`src/rtl/etfp_pkg.sv`:
```
package etfp_pkg;

	localparam int FRAME_BYTES = 20;
	localparam int QUEUE_DEPTH = 2;

	localparam int VOLTS_LO   = 0;
	localparam int TEMP_LO    = 2;
	localparam int AMPS_LO    = 4;
	localparam int ERPM_LO    = 8;
	localparam int IN_PWM_LO  = 12;
	localparam int OUT_PWM_LO = 14;

	typedef struct packed {
		logic [7:0] rx_byte;
		logic       frame_restart;
	} in_word_t;

	typedef struct packed {
		logic [15:0] volts_raw;
		logic [15:0] temp_raw;
		logic [15:0] amps_raw;
		logic [31:0] erpm_raw;
		logic [15:0] in_pwm_raw;
		logic [15:0] out_pwm_raw;
		logic [15:0] check_word;
	} field_set_t;

	typedef struct packed {
		logic       ok;
		field_set_t fields;
	} frame_rec_t;

	typedef struct packed {
		logic        frame_ok;
		logic [15:0] volts_raw;
		logic [15:0] temp_raw;
		logic [15:0] amps_raw;
		logic [31:0] erpm_raw;
		logic [15:0] in_pwm_raw;
		logic [15:0] out_pwm_raw;
		logic [15:0] check_word;
	} out_word_t;

endpackage

```
`src/rtl/etfp_front.sv`:
```
module etfp_front #(
	parameter int FRAME_BYTES = etfp_pkg::FRAME_BYTES
) (
	input  logic                clk,
	input  logic                arst_n,
	input  logic                push,
	output logic                full,
	input  etfp_pkg::in_word_t  item,
	output logic                q_push,
	output etfp_pkg::frame_rec_t q_rec,
	input  logic                q_full
);

	localparam int POS_W    = $clog2(FRAME_BYTES);
	localparam int LAST_POS = FRAME_BYTES - 1;
	localparam int SUM_END  = FRAME_BYTES - 2;

	logic [POS_W-1:0] pos_q;
	logic [POS_W-1:0] pos_eff;
	logic [7:0]       sum_a_q, sum_b_q;
	logic [7:0]       a_base, b_base, sum_a_nx, sum_b_nx;
	logic [7:0]       store_q [FRAME_BYTES];
	logic [7:0]       calc_hi, calc_lo;
	logic [15:0]      recv;
	logic             accept, is_last, in_sum;

	assign full    = q_full;
	assign accept  = push & ~q_full;
	assign pos_eff = item.frame_restart ? '0 : pos_q;
	assign is_last = (pos_eff == POS_W'(LAST_POS));
	assign in_sum  = (pos_eff < POS_W'(SUM_END));

	always_comb begin
		a_base   = (pos_eff == '0) ? 8'd0 : sum_a_q;
		b_base   = (pos_eff == '0) ? 8'd0 : sum_b_q;
		sum_a_nx = a_base + item.rx_byte;
		sum_b_nx = b_base + sum_a_nx;
	end

	always_ff @(posedge clk or negedge arst_n) begin
		if (!arst_n) begin
			pos_q   <= '0;
			sum_a_q <= '0;
			sum_b_q <= '0;
		end else if (accept) begin
			pos_q <= is_last ? '0 : pos_eff + POS_W'(1);
			if (in_sum) begin
				sum_a_q <= sum_a_nx;
				sum_b_q <= sum_b_nx;
			end
		end
	end

	always_ff @(posedge clk) begin
		if (accept) begin
			store_q[pos_eff] <= item.rx_byte;
		end
	end

	// The last byte is still on the input, so the high check byte comes from there.
	always_comb begin
		calc_hi = sum_a_q - sum_b_q;
		calc_lo = sum_b_q - {sum_a_q[6:0], 1'b0};
		recv    = {item.rx_byte, store_q[SUM_END]};
		q_rec.ok                 = ({calc_hi, calc_lo} == recv);
		q_rec.fields.volts_raw   = {store_q[etfp_pkg::VOLTS_LO + 1], store_q[etfp_pkg::VOLTS_LO]};
		q_rec.fields.temp_raw    = {store_q[etfp_pkg::TEMP_LO + 1], store_q[etfp_pkg::TEMP_LO]};
		q_rec.fields.amps_raw    = {store_q[etfp_pkg::AMPS_LO + 1], store_q[etfp_pkg::AMPS_LO]};
		q_rec.fields.erpm_raw    = {store_q[etfp_pkg::ERPM_LO + 3], store_q[etfp_pkg::ERPM_LO + 2],
			store_q[etfp_pkg::ERPM_LO + 1], store_q[etfp_pkg::ERPM_LO]};
		q_rec.fields.in_pwm_raw  = {store_q[etfp_pkg::IN_PWM_LO + 1],
			store_q[etfp_pkg::IN_PWM_LO]};
		q_rec.fields.out_pwm_raw = {store_q[etfp_pkg::OUT_PWM_LO + 1],
			store_q[etfp_pkg::OUT_PWM_LO]};
		q_rec.fields.check_word  = recv;
	end

	assign q_push = accept & is_last;

endmodule

```
`src/rtl/etfp_queue.sv`:
```
module etfp_queue #(
	parameter int WIDTH = 1,
	parameter int DEPTH = etfp_pkg::QUEUE_DEPTH
) (
	input  logic             clk,
	input  logic             arst_n,
	input  logic             wr_en,
	input  logic [WIDTH-1:0] wr_data,
	output logic             full,
	input  logic             rd_en,
	output logic [WIDTH-1:0] rd_data,
	output logic             empty
);

	localparam int PTR_W = $clog2(DEPTH);
	localparam int CNT_W = $clog2(DEPTH + 1);

	logic [WIDTH-1:0] mem_q [DEPTH];
	logic [PTR_W-1:0] wr_ptr_q, rd_ptr_q;
	logic [CNT_W-1:0] cnt_q;
	logic             do_wr, do_rd;

	assign full    = (cnt_q == CNT_W'(DEPTH));
	assign empty   = (cnt_q == '0);
	assign do_wr   = wr_en & ~full;
	assign do_rd   = rd_en & ~empty;
	assign rd_data = mem_q[rd_ptr_q];

	always_ff @(posedge clk or negedge arst_n) begin
		if (!arst_n) begin
			wr_ptr_q <= '0;
			rd_ptr_q <= '0;
			cnt_q    <= '0;
		end else begin
			if (do_wr) begin
				wr_ptr_q <= (wr_ptr_q == PTR_W'(DEPTH - 1)) ? '0 : wr_ptr_q + PTR_W'(1);
			end
			if (do_rd) begin
				rd_ptr_q <= (rd_ptr_q == PTR_W'(DEPTH - 1)) ? '0 : rd_ptr_q + PTR_W'(1);
			end
			if (do_wr && !do_rd) begin
				cnt_q <= cnt_q + CNT_W'(1);
			end else if (do_rd && !do_wr) begin
				cnt_q <= cnt_q - CNT_W'(1);
			end
		end
	end

	always_ff @(posedge clk) begin
		if (do_wr) begin
			mem_q[wr_ptr_q] <= wr_data;
		end
	end

endmodule

```
`src/rtl/etfp_back.sv`:
```
module etfp_back (
	input  logic                 clk,
	input  logic                 arst_n,
	input  logic                 q_empty,
	input  etfp_pkg::frame_rec_t q_rec,
	output logic                 q_pop,
	input  logic                 pop,
	output logic                 empty,
	output etfp_pkg::out_word_t  result
);

	etfp_pkg::field_set_t held_q;
	etfp_pkg::field_set_t sel;
	etfp_pkg::out_word_t  out_q;
	etfp_pkg::out_word_t  out_d;
	logic                 out_valid_q;
	logic                 load;

	assign load  = ~q_empty & (~out_valid_q | pop);
	assign q_pop = load;
	assign empty = ~out_valid_q;

	// A failed frame reports the fields of the last frame that passed, or zeros if none has passed since reset.
	always_comb begin
		sel               = q_rec.ok ? q_rec.fields : held_q;
		out_d.frame_ok    = q_rec.ok;
		out_d.volts_raw   = sel.volts_raw;
		out_d.temp_raw    = sel.temp_raw;
		out_d.amps_raw    = sel.amps_raw;
		out_d.erpm_raw    = sel.erpm_raw;
		out_d.in_pwm_raw  = sel.in_pwm_raw;
		out_d.out_pwm_raw = sel.out_pwm_raw;
		out_d.check_word  = sel.check_word;
	end

	always_ff @(posedge clk or negedge arst_n) begin
		if (!arst_n) begin
			out_valid_q <= 1'b0;
			held_q      <= '0;
		end else begin
			out_valid_q <= load | (out_valid_q & ~pop);
			if (load && q_rec.ok) begin
				held_q <= q_rec.fields;
			end
		end
	end

	always_ff @(posedge clk) begin
		if (load) begin
			out_q <= out_d;
		end
	end

	assign result = out_q;

endmodule

```
`src/rtl/esc_telemetry_frame_parser.sv`:
```
// Channel  | Valid side | Flow control | Word
// input    | push       | full         | item   (etfp_pkg::in_word_t)
// result   | !empty     | pop          | result (etfp_pkg::out_word_t)
//
// One byte is accepted per cycle while full is low; every last byte of a
// frame yields one result. A result passes through the frame queue and the
// output register before it shows on the ports, and up to QUEUE_DEPTH results
// plus one can wait. full is high exactly when the frame queue is full.
// Reset clears position, sums, held fields, queue and result valid flag at once.
module esc_telemetry_frame_parser #(
	parameter int FRAME_BYTES = etfp_pkg::FRAME_BYTES,
	parameter int QUEUE_DEPTH = etfp_pkg::QUEUE_DEPTH
) (
	input  logic                clk,
	input  logic                arst_n,
	input  logic                push,
	output logic                full,
	input  etfp_pkg::in_word_t  item,
	input  logic                pop,
	output logic                empty,
	output etfp_pkg::out_word_t result
);

	localparam int REC_W = $bits(etfp_pkg::frame_rec_t);

	etfp_pkg::frame_rec_t front_rec;
	logic [REC_W-1:0]     q_rd_bits;
	logic                 q_push, q_full, q_pop, q_empty;

	etfp_front #(
		.FRAME_BYTES(FRAME_BYTES)
	) u_front (
		.clk   (clk),
		.arst_n(arst_n),
		.push  (push),
		.full  (full),
		.item  (item),
		.q_push(q_push),
		.q_rec (front_rec),
		.q_full(q_full)
	);

	etfp_queue #(
		.WIDTH(REC_W),
		.DEPTH(QUEUE_DEPTH)
	) u_queue (
		.clk    (clk),
		.arst_n (arst_n),
		.wr_en  (q_push),
		.wr_data(REC_W'(front_rec)),
		.full   (q_full),
		.rd_en  (q_pop),
		.rd_data(q_rd_bits),
		.empty  (q_empty)
	);

	etfp_back u_back (
		.clk    (clk),
		.arst_n (arst_n),
		.q_empty(q_empty),
		.q_rec  (etfp_pkg::frame_rec_t'(q_rd_bits)),
		.q_pop  (q_pop),
		.pop    (pop),
		.empty  (empty),
		.result (result)
	);

endmodule

```
`config.mk`:
```
export PLATFORM = sky130hd
export DESIGN_NAME = esc_telemetry_frame_parser
export DESIGN_NICKNAME = d
export VERILOG_FILES = /design/src/rtl/etfp_pkg.sv /design/src/rtl/etfp_front.sv /design/src/rtl/etfp_queue.sv /design/src/rtl/etfp_back.sv /design/src/rtl/esc_telemetry_frame_parser.sv
export SDC_FILE = /design/constraint.sdc
export NUM_CORES = 1
export LEC_CHECK = 0
export ABC_AREA = 1
export BUFFER_PORTS_ARGS = -buffer_cell sky130_fd_sc_hd__buf_4
export CAP_MARGIN = 20
export CORE_ASPECT_RATIO = 1.25
export CORE_UTILIZATION = 38
export CTS_CLUSTER_DIAMETER = 150
export DETAILED_ROUTE_END_ITERATION = 8
export GPL_TIMING_DRIVEN = 0
export PLACE_DENSITY = 0.55
export SLEW_MARGIN = 20
export SYNTH_ARGS = -nofsm -noshare
export SYNTH_HDL_FRONTEND = slang
export SYNTH_SLANG_ARGS = --single-unit
```
`constraint.sdc`:
```
create_clock -name clk -period 9.3 [get_ports clk]
set_clock_uncertainty 0.05 [all_clocks]
set_input_delay 0.465 -clock clk [delete_from_list [all_inputs] [get_ports clk]]
set_output_delay 0.465 -clock clk [all_outputs]
set_load 0.03 [all_outputs]
```
Word level (Yosys, flattened, before mapping) --
Memory sizes are Yosys's and may differ from the RTL's. Index checks and enable logic that the tools add are counted.
Operators by class: order comparisons 1, muxes and demuxes 13, eq/ne operators 3, add/subtract/negate cells 9, reductions and logical operators 9, bitwise gates (word level) 12
Operator list (number):
- two-way mux 128 bit | 1
- adder 8 bit | 2
- equality test 16 bit | 1
- two-way mux 8 bit | 2
- subtractor 8 bit | 2
- two-way mux 5 bit | 2
- bitwise AND 1 bit | 6
- two-way mux 1 bit | 6
- adder 5 x 1 -> 5 bit, second input constant | 1
- equality test 5 bit, second input constant | 1
- zero test 5 bit | 1
- less-than comparator 5 bit, second input constant | 1
- two-way mux 2 bit | 2
- NOT 1 bit | 4
- logical AND 1 bit | 3
- adder 1 bit, second input constant | 2
- adder 2 x 1 -> 2 bit, second input constant | 1
- equality test 2 bit, second input constant | 1
- zero test 1 bit | 2
- zero test 2 bit | 1
- bitwise OR 1 bit | 2
- AND reduction 2 bit | 1
- nonzero test 2 bit | 1
- subtractor 2 x 1 -> 2 bit, second input constant | 1
Storage, ports and cells: bits in registers 283, memory bits (writable) 418, word-level logic and storage cells 71, output and inout port bits 131, bits of input ports 13, memories 2
Memories:
- u_queue.mem_q | depth 2, bits a word 129, read ports 1, clocked after memory_dff 0, wr ports 1, RTL line etfp_queue.sv:18 | logic [WIDTH-1:0] mem_q [DEPTH];
- u_front.store_q | depth 20, bits a word 8, read ports 15, clocked after memory_dff 0, wr ports 1, RTL line etfp_front.sv:22 | logic [7:0] store_q [FRAME_BYTES];

Longest topological paths before layout --
word-level depth 9, mapped depth 25, gate-level depth less buffers 24

Modules after synthesis --
A second synthesis with hierarchy kept.
Unflattened totals: cell total of the unflattened synthesis 2363, area total of the unflattened synthesis 27000.9 um2
Modules (own cells, without submodules):
- etfp_back | cells an instance 1117, area each 11005.6 um2, instances 1, sequential area each 7101.8 um2
- etfp_queue | cells an instance 706, area each 9644.2 um2, instances 1, sequential area each 7847.5 um2
- etfp_front | cells an instance 540, area each 6351.1 um2, instances 1, sequential area each 4129.0 um2

Least setup slack after synthesis --
Ideal clock, no wire load.
path type input -> register, from in item[0] in the netlist's numbering, to mem u_queue.mem_q[1][0] in the netlist's numbering (enable), setup time 0.623 ns, arrival time 6.633 ns, slack 1.994 ns, buffers on the path 0, stages on the path 6, cells stage by stage nor2_1 ha_1 nand2_4 nor2_4 inv_1 nor2_1
On the way: longest elaborated chain between the ends 6
Ends and longest elaborated chain:
- start, declared | RTL line esc_telemetry_frame_parser.sv:18 | input etfp_pkg::in_word_t item,
- two-way mux 5 bit | RTL line etfp_front.sv:29 | assign pos_eff = item.frame_restart ? '0 : pos_q;
- equality test 5 bit | RTL line etfp_front.sv:30 | assign is_last = (pos_eff == POS_W'(LAST_POS));
- bitwise AND 1 bit | RTL line etfp_front.sv:78 | assign q_push = accept & is_last;
- bitwise AND 1 bit | RTL line etfp_queue.sv:25 | assign do_wr = wr_en & ~full;
- net u_queue.do_wr | RTL line etfp_queue.sv:21 | logic do_wr, do_rd;
- two-way mux 1 bit | RTL line etfp_queue.sv:50 | if (do_wr) begin
- two-way mux 1 bit (not written as such) | RTL line etfp_queue.sv:51 | mem_q[wr_ptr_q] <= wr_data;
- end, declared | RTL line etfp_queue.sv:18
The timed path passes the listed nets, and every way through them passes these cells.

Worst setup path in the final report --
from reg u_front.pos_q[1], to reg u_front.sum_b_q[7]
On the way: longest elaborated chain between the ends 5
Ends and longest elaborated chain:
- start, declared | RTL line etfp_front.sv:18 | logic [POS_W-1:0] pos_q;
- start signal, assigned | RTL line etfp_front.sv:46 | pos_q <= is_last ? '0 : pos_eff + POS_W'(1);
- two-way mux 5 bit | RTL line etfp_front.sv:29
- zero test 5 bit | RTL line etfp_front.sv:34 | a_base = (pos_eff == '0) ? 8'd0 : sum_a_q;
- two-way mux 8 bit | RTL line etfp_front.sv:34
- adder 8 bit | RTL line etfp_front.sv:36 | sum_a_nx = a_base + item.rx_byte;
- net u_front.sum_a_nx[6] | RTL line etfp_front.sv:21 | logic [7:0] a_base, b_base, sum_a_nx, sum_b_nx;
- adder 8 bit | RTL line etfp_front.sv:37 | sum_b_nx = b_base + sum_a_nx;
- end signal, assigned | RTL line etfp_front.sv:49 | sum_b_q <= sum_b_nx;
- end, declared | RTL line etfp_front.sv:20 | logic [7:0] sum_a_q, sum_b_q;
The timed path passes the listed nets, and every way through them passes these cells. A chain may end at the register's enable or synchronous reset.

==> results.py <==
metrics = {
    "synth": {
        "yosys.cell_types.count": 39,
        "synth-xor-area-share": 0.009647,
        "synth_top_area_frac": 0.5869,
        "synthSimpleGateAreaFrac": 0.1253,
        "synth_fp_nets": 2216,
        "synth_compound_area_frac": 0.06261,
        "synthArstFlopShare": 0.2330,
        "avgSynthCellArea_um2": 11.97,
        "syn_inst": 2167,
        "netlist_top_cells_area": "edfxtp_1 59%, dfrtp_1 15%, nand2_1 11%",
        "synth_flop_cell": "edfxtp_1",
        "synth_most_common_cell": "nand2_1",
        "muxShareOfSynthArea": 0,
        "synth_edf_count": 507,
        "yosysWarningCount": 0,
        "synth_largest_area_cell": "edfxtp_1",
        "synth_seq_cells": 661,
        "synth_top_family_by_area": "simple AND/OR/NAND/NOR gates",
        "syn_area_mm2": 0.02594,
        "synthAdderAreaFrac": 0.01852,
        "ys_top_cells_by_count": "755 x nand2_1, 507 x edfxtp_1, 269 x o21ai_0, 201 x inv_1, 154 x dfrtp_1",
        "seq_area_frac_synth": 0.7355,
    },
    "floorplan": {
        "initial_core_util": 0.3858,
        "core_mm2": 0.06724,
        "die_h_um": 294.1,
        "rows": 106,
        "dieWidth_um": 235.7,
        "ios": 144,
        "die-area_mm2": 0.06931,
    },
    "clock_network": {
        "cts_tree": "yes",
        "cts-root-buf": "clkbuf_16",
        "clock-sinks": 661,
        "clock_path_buffers": 3,
        "htreeDepth": 2,
        "path_clk_slew_ns": 0.07,
        "cts_setup_buffers": 0,
        "clkLatencyLatePin_ns": 0.62,
        "cts_buffers": 61,
    },
    "worst_setup_path": {
        "required_ns": 9.82,
        "path_max_fanout": 10,
        "setup.worst_path.class": "reg2reg",
        "cp-start-kind": "register",
        "cp-end-kind": "register",
        "cp.arrival_ns": 4.64,
    },
    "pwr": {
        "ir_worst_vdd_v": 0.0001593,
        "seq_power_share": 0.388,
        "p_int_w": 0.006776,
        "power_density_mw_per_mm2": 352.2,
        "p_sw_w": 0.004027,
        "p_sw_frac": 0.3728,
        "p_comb_frac": 0.364,
        "leakagePower_nw": 12.67,
        "clkPwrFrac": 0.248,
    },
    "timing": {
        "finalSetupTns_ns": 0,
        "timing.final.crit_period_ns": 4.118,
        "setup_viol": 0,
        "worstMarginPinSlew_ns": 0.9796,
        "maxSlewHeadroom": 0.3445,
        "hold_viol_final": 0,
        "hold_ws_ns": 0.1083,
        "period_share": 0.4428,
        "fin_ws_ns": 5.182,
        "max_freq_ghz": 0.2428,
        "rsz0062_at_grt": "false",
        "drv_slew": 0,
    },
    "grt": {
        "grt_pass1_wl_mm": 91.64,
        "grt.overflow.total": 0,
        "grtUsageTotal": 0.1732,
        "antenna_found_initial": 3,
        "grt_pass1_vias": 16040,
        "grt_start_max_net_pins": 90,
    },
    "drt": {
        "drc_errors": 0,
        "wl_per_cell_um": 17.98,
        "avgViaCountPerCell": 4.758,
        "drtAntennaViolNets": 0,
        "firstDrtPassIters": 6,
        "drt-total-wl_mm": 59.45,
        "num_vias": 15730,
        "drtIter0Drc": 1054,
    },
    "hold_path": {
        "hp-class": "in2reg",
    },
    "place": {
        "gp_congestion": 0.8549,
        "pre_cts_slack_ns": 4.985,
        "dp_hpwl_mm": 39.37,
        "port-buffer-count": 143,
    },
    "finish": {
        "syn_to_final_growth_pct": 18.25,
        "utilization": 0.4562,
        "regArea_mm2": 0.01908,
        "fill_cells": 5978,
        "diodes": 0,
        "multi_input_area_mm2": 0.005620,
        "nNetsFinal": 2438,
        "drive_above_1_share": 0.1355,
    },
    "run": {
        "max_cap_violations": 0,
    },
    "outcome": {
        "status": "finished, final reports clean",
    },
}
## kinds of logic (layout without fill, tap and decap cells)
family / Yosys count / in the layout
fa+ha+maj: 36 / 36
simple gates: 839 / 839
flops: 661 / 661
xor+xnor: 27 / 27
buf+inv: 292 / 567
compound gates: 312 / 312
## final timing paths
| path | startpoint | end | slack [ns] | cells after the start |
|---|---|---|---|---|
| min | pop | u_back.out_valid_q | 0.11 | 3 |
| min in group asynchronous | arst_n | u_back.held_q[21] | 0.37 | 2 |
| max reg2reg | u_front.pos_q[1] | u_front.sum_b_q[7] | 5.18 | 23 |
| max in group asynchronous | arst_n | u_back.held_q[99] | 7.94 | 3 |
| max | u_front.pos_q[1] | u_front.sum_b_q[7] | 5.18 | 23 |
| min reg2reg | u_front.store_q[1][6] | u_queue.mem_q[1][126] | 0.39 | 0 |
## metrics by stage
| stage | cell area, um2 | std cells | power (W) |
|---|---|---|---|
| detailed placement | 28500 | 3189 | 0.008214 |
| global route | 30670 | 3306 | 0.01148 |
| finish | 30670 | 3306 | 0.01080 |
| CTS | 30670 | 3306 | 0.01092 |
| floorplan | 25940 | 2167 | 0.006816 |
| global placement | 28090 | 3174 | 0.008137 |
## placed cells by master, fill, tap and decap left out, drive strengths merged
master,Yosys,routed
nand2,757,757
edfxtp,507,507
o21ai,280,280
buf,61,219
inv,205,208
dfrtp,154,154
clkbuf,26,102
nor2,39,39
ha,32,32
nand3,30,30
clkinv,0,24
a21oi,21,21
xnor2,13,13
xor2,13,13
bufinv,0,12
nand4,5,5
or2,5,5
fa,4,4
a31oi,3,3
o22ai,3,3
o211ai,2,2
nand3b,2,2
a21o,1,1
o21a,1,1
xnor3,1,1
nor3,1,1
o311ai,1,1
clkinvlp,0,1
dlygate4sd3,0,1
## per-layer routing
layer  GRT usage  vias to the layer above  share of wire
met3     0.02364                       96          0.044
met4     0.05962                        0          0.029
met5           0                        -              0
met2      0.3148                      332           0.52
met1      0.2102                     7633           0.41
li1            -                     7670              -
## power by group through the flow
| stage | combinational, W | sequential, W | clock (W) |
|---|---|---|---|
| floorplan | 0.00207 | 0.00474 | 0 |
| global placement | 0.00385 | 0.00428 | 0 |
| detailed placement | 0.00395 | 0.00426 | 0 |
| CTS | 0.00397 | 0.00420 | 0.00275 |
| global route | 0.00436 | 0.00425 | 0.00286 |
| finish | 0.00393 | 0.00419 | 0.00268 |
## worst max-delay path, cell delays in order (launching register included)
cell      delay, ns
dfrtp_1        0.40
inv_1          0.06
nor2_1         0.06
inv_1          0.10
ha_1           0.21
nand3_4        0.18
clkbuf_1       0.29
nand2_1        0.11
inv_1          0.05
ha_1           0.20
fa_1           0.42
nand3_1        0.10
nand2_1        0.09
nand2_1        0.08
nand2_1        0.06
a21oi_1        0.15
xnor2_1        0.11
ha_1           0.34
inv_1          0.07
o311ai_0       0.58
inv_1          0.10
nand3_1        0.12
nand3_1        0.08
nand2_1        0.06
## state kept, by name, indices dropped and copies added (netlist names), 2 cells and up
signal	count
u_front.pos_q	5
u_front.sum_b_q	8
u_back.result	129
u_queue.cnt_q	2
u_back.held_q	128
u_front.sum_a_q	8
u_queue.mem_q	258
u_front.store_q	120
## timing repair
| action | 4_1_cts | 5_1_grt |
|---|---|---|
| resized for setup | 0 | 0 |
| hold endpoints to repair | 79 | 0 |
| hold buffers | 1 | 0 |
## final cells by class
type                    count  share of cell area
flip-flops and latches    661              0.6220
plain buffers              87             0.01583
well taps                 864             0.03524
repair buffers            159             0.04781
clock inverters            40             0.01660
multi-input cells        1214              0.1832
inverters                 205             0.02533
clock buffers              76             0.05397
Note: power is estimated with default switching activity, not from simulation.
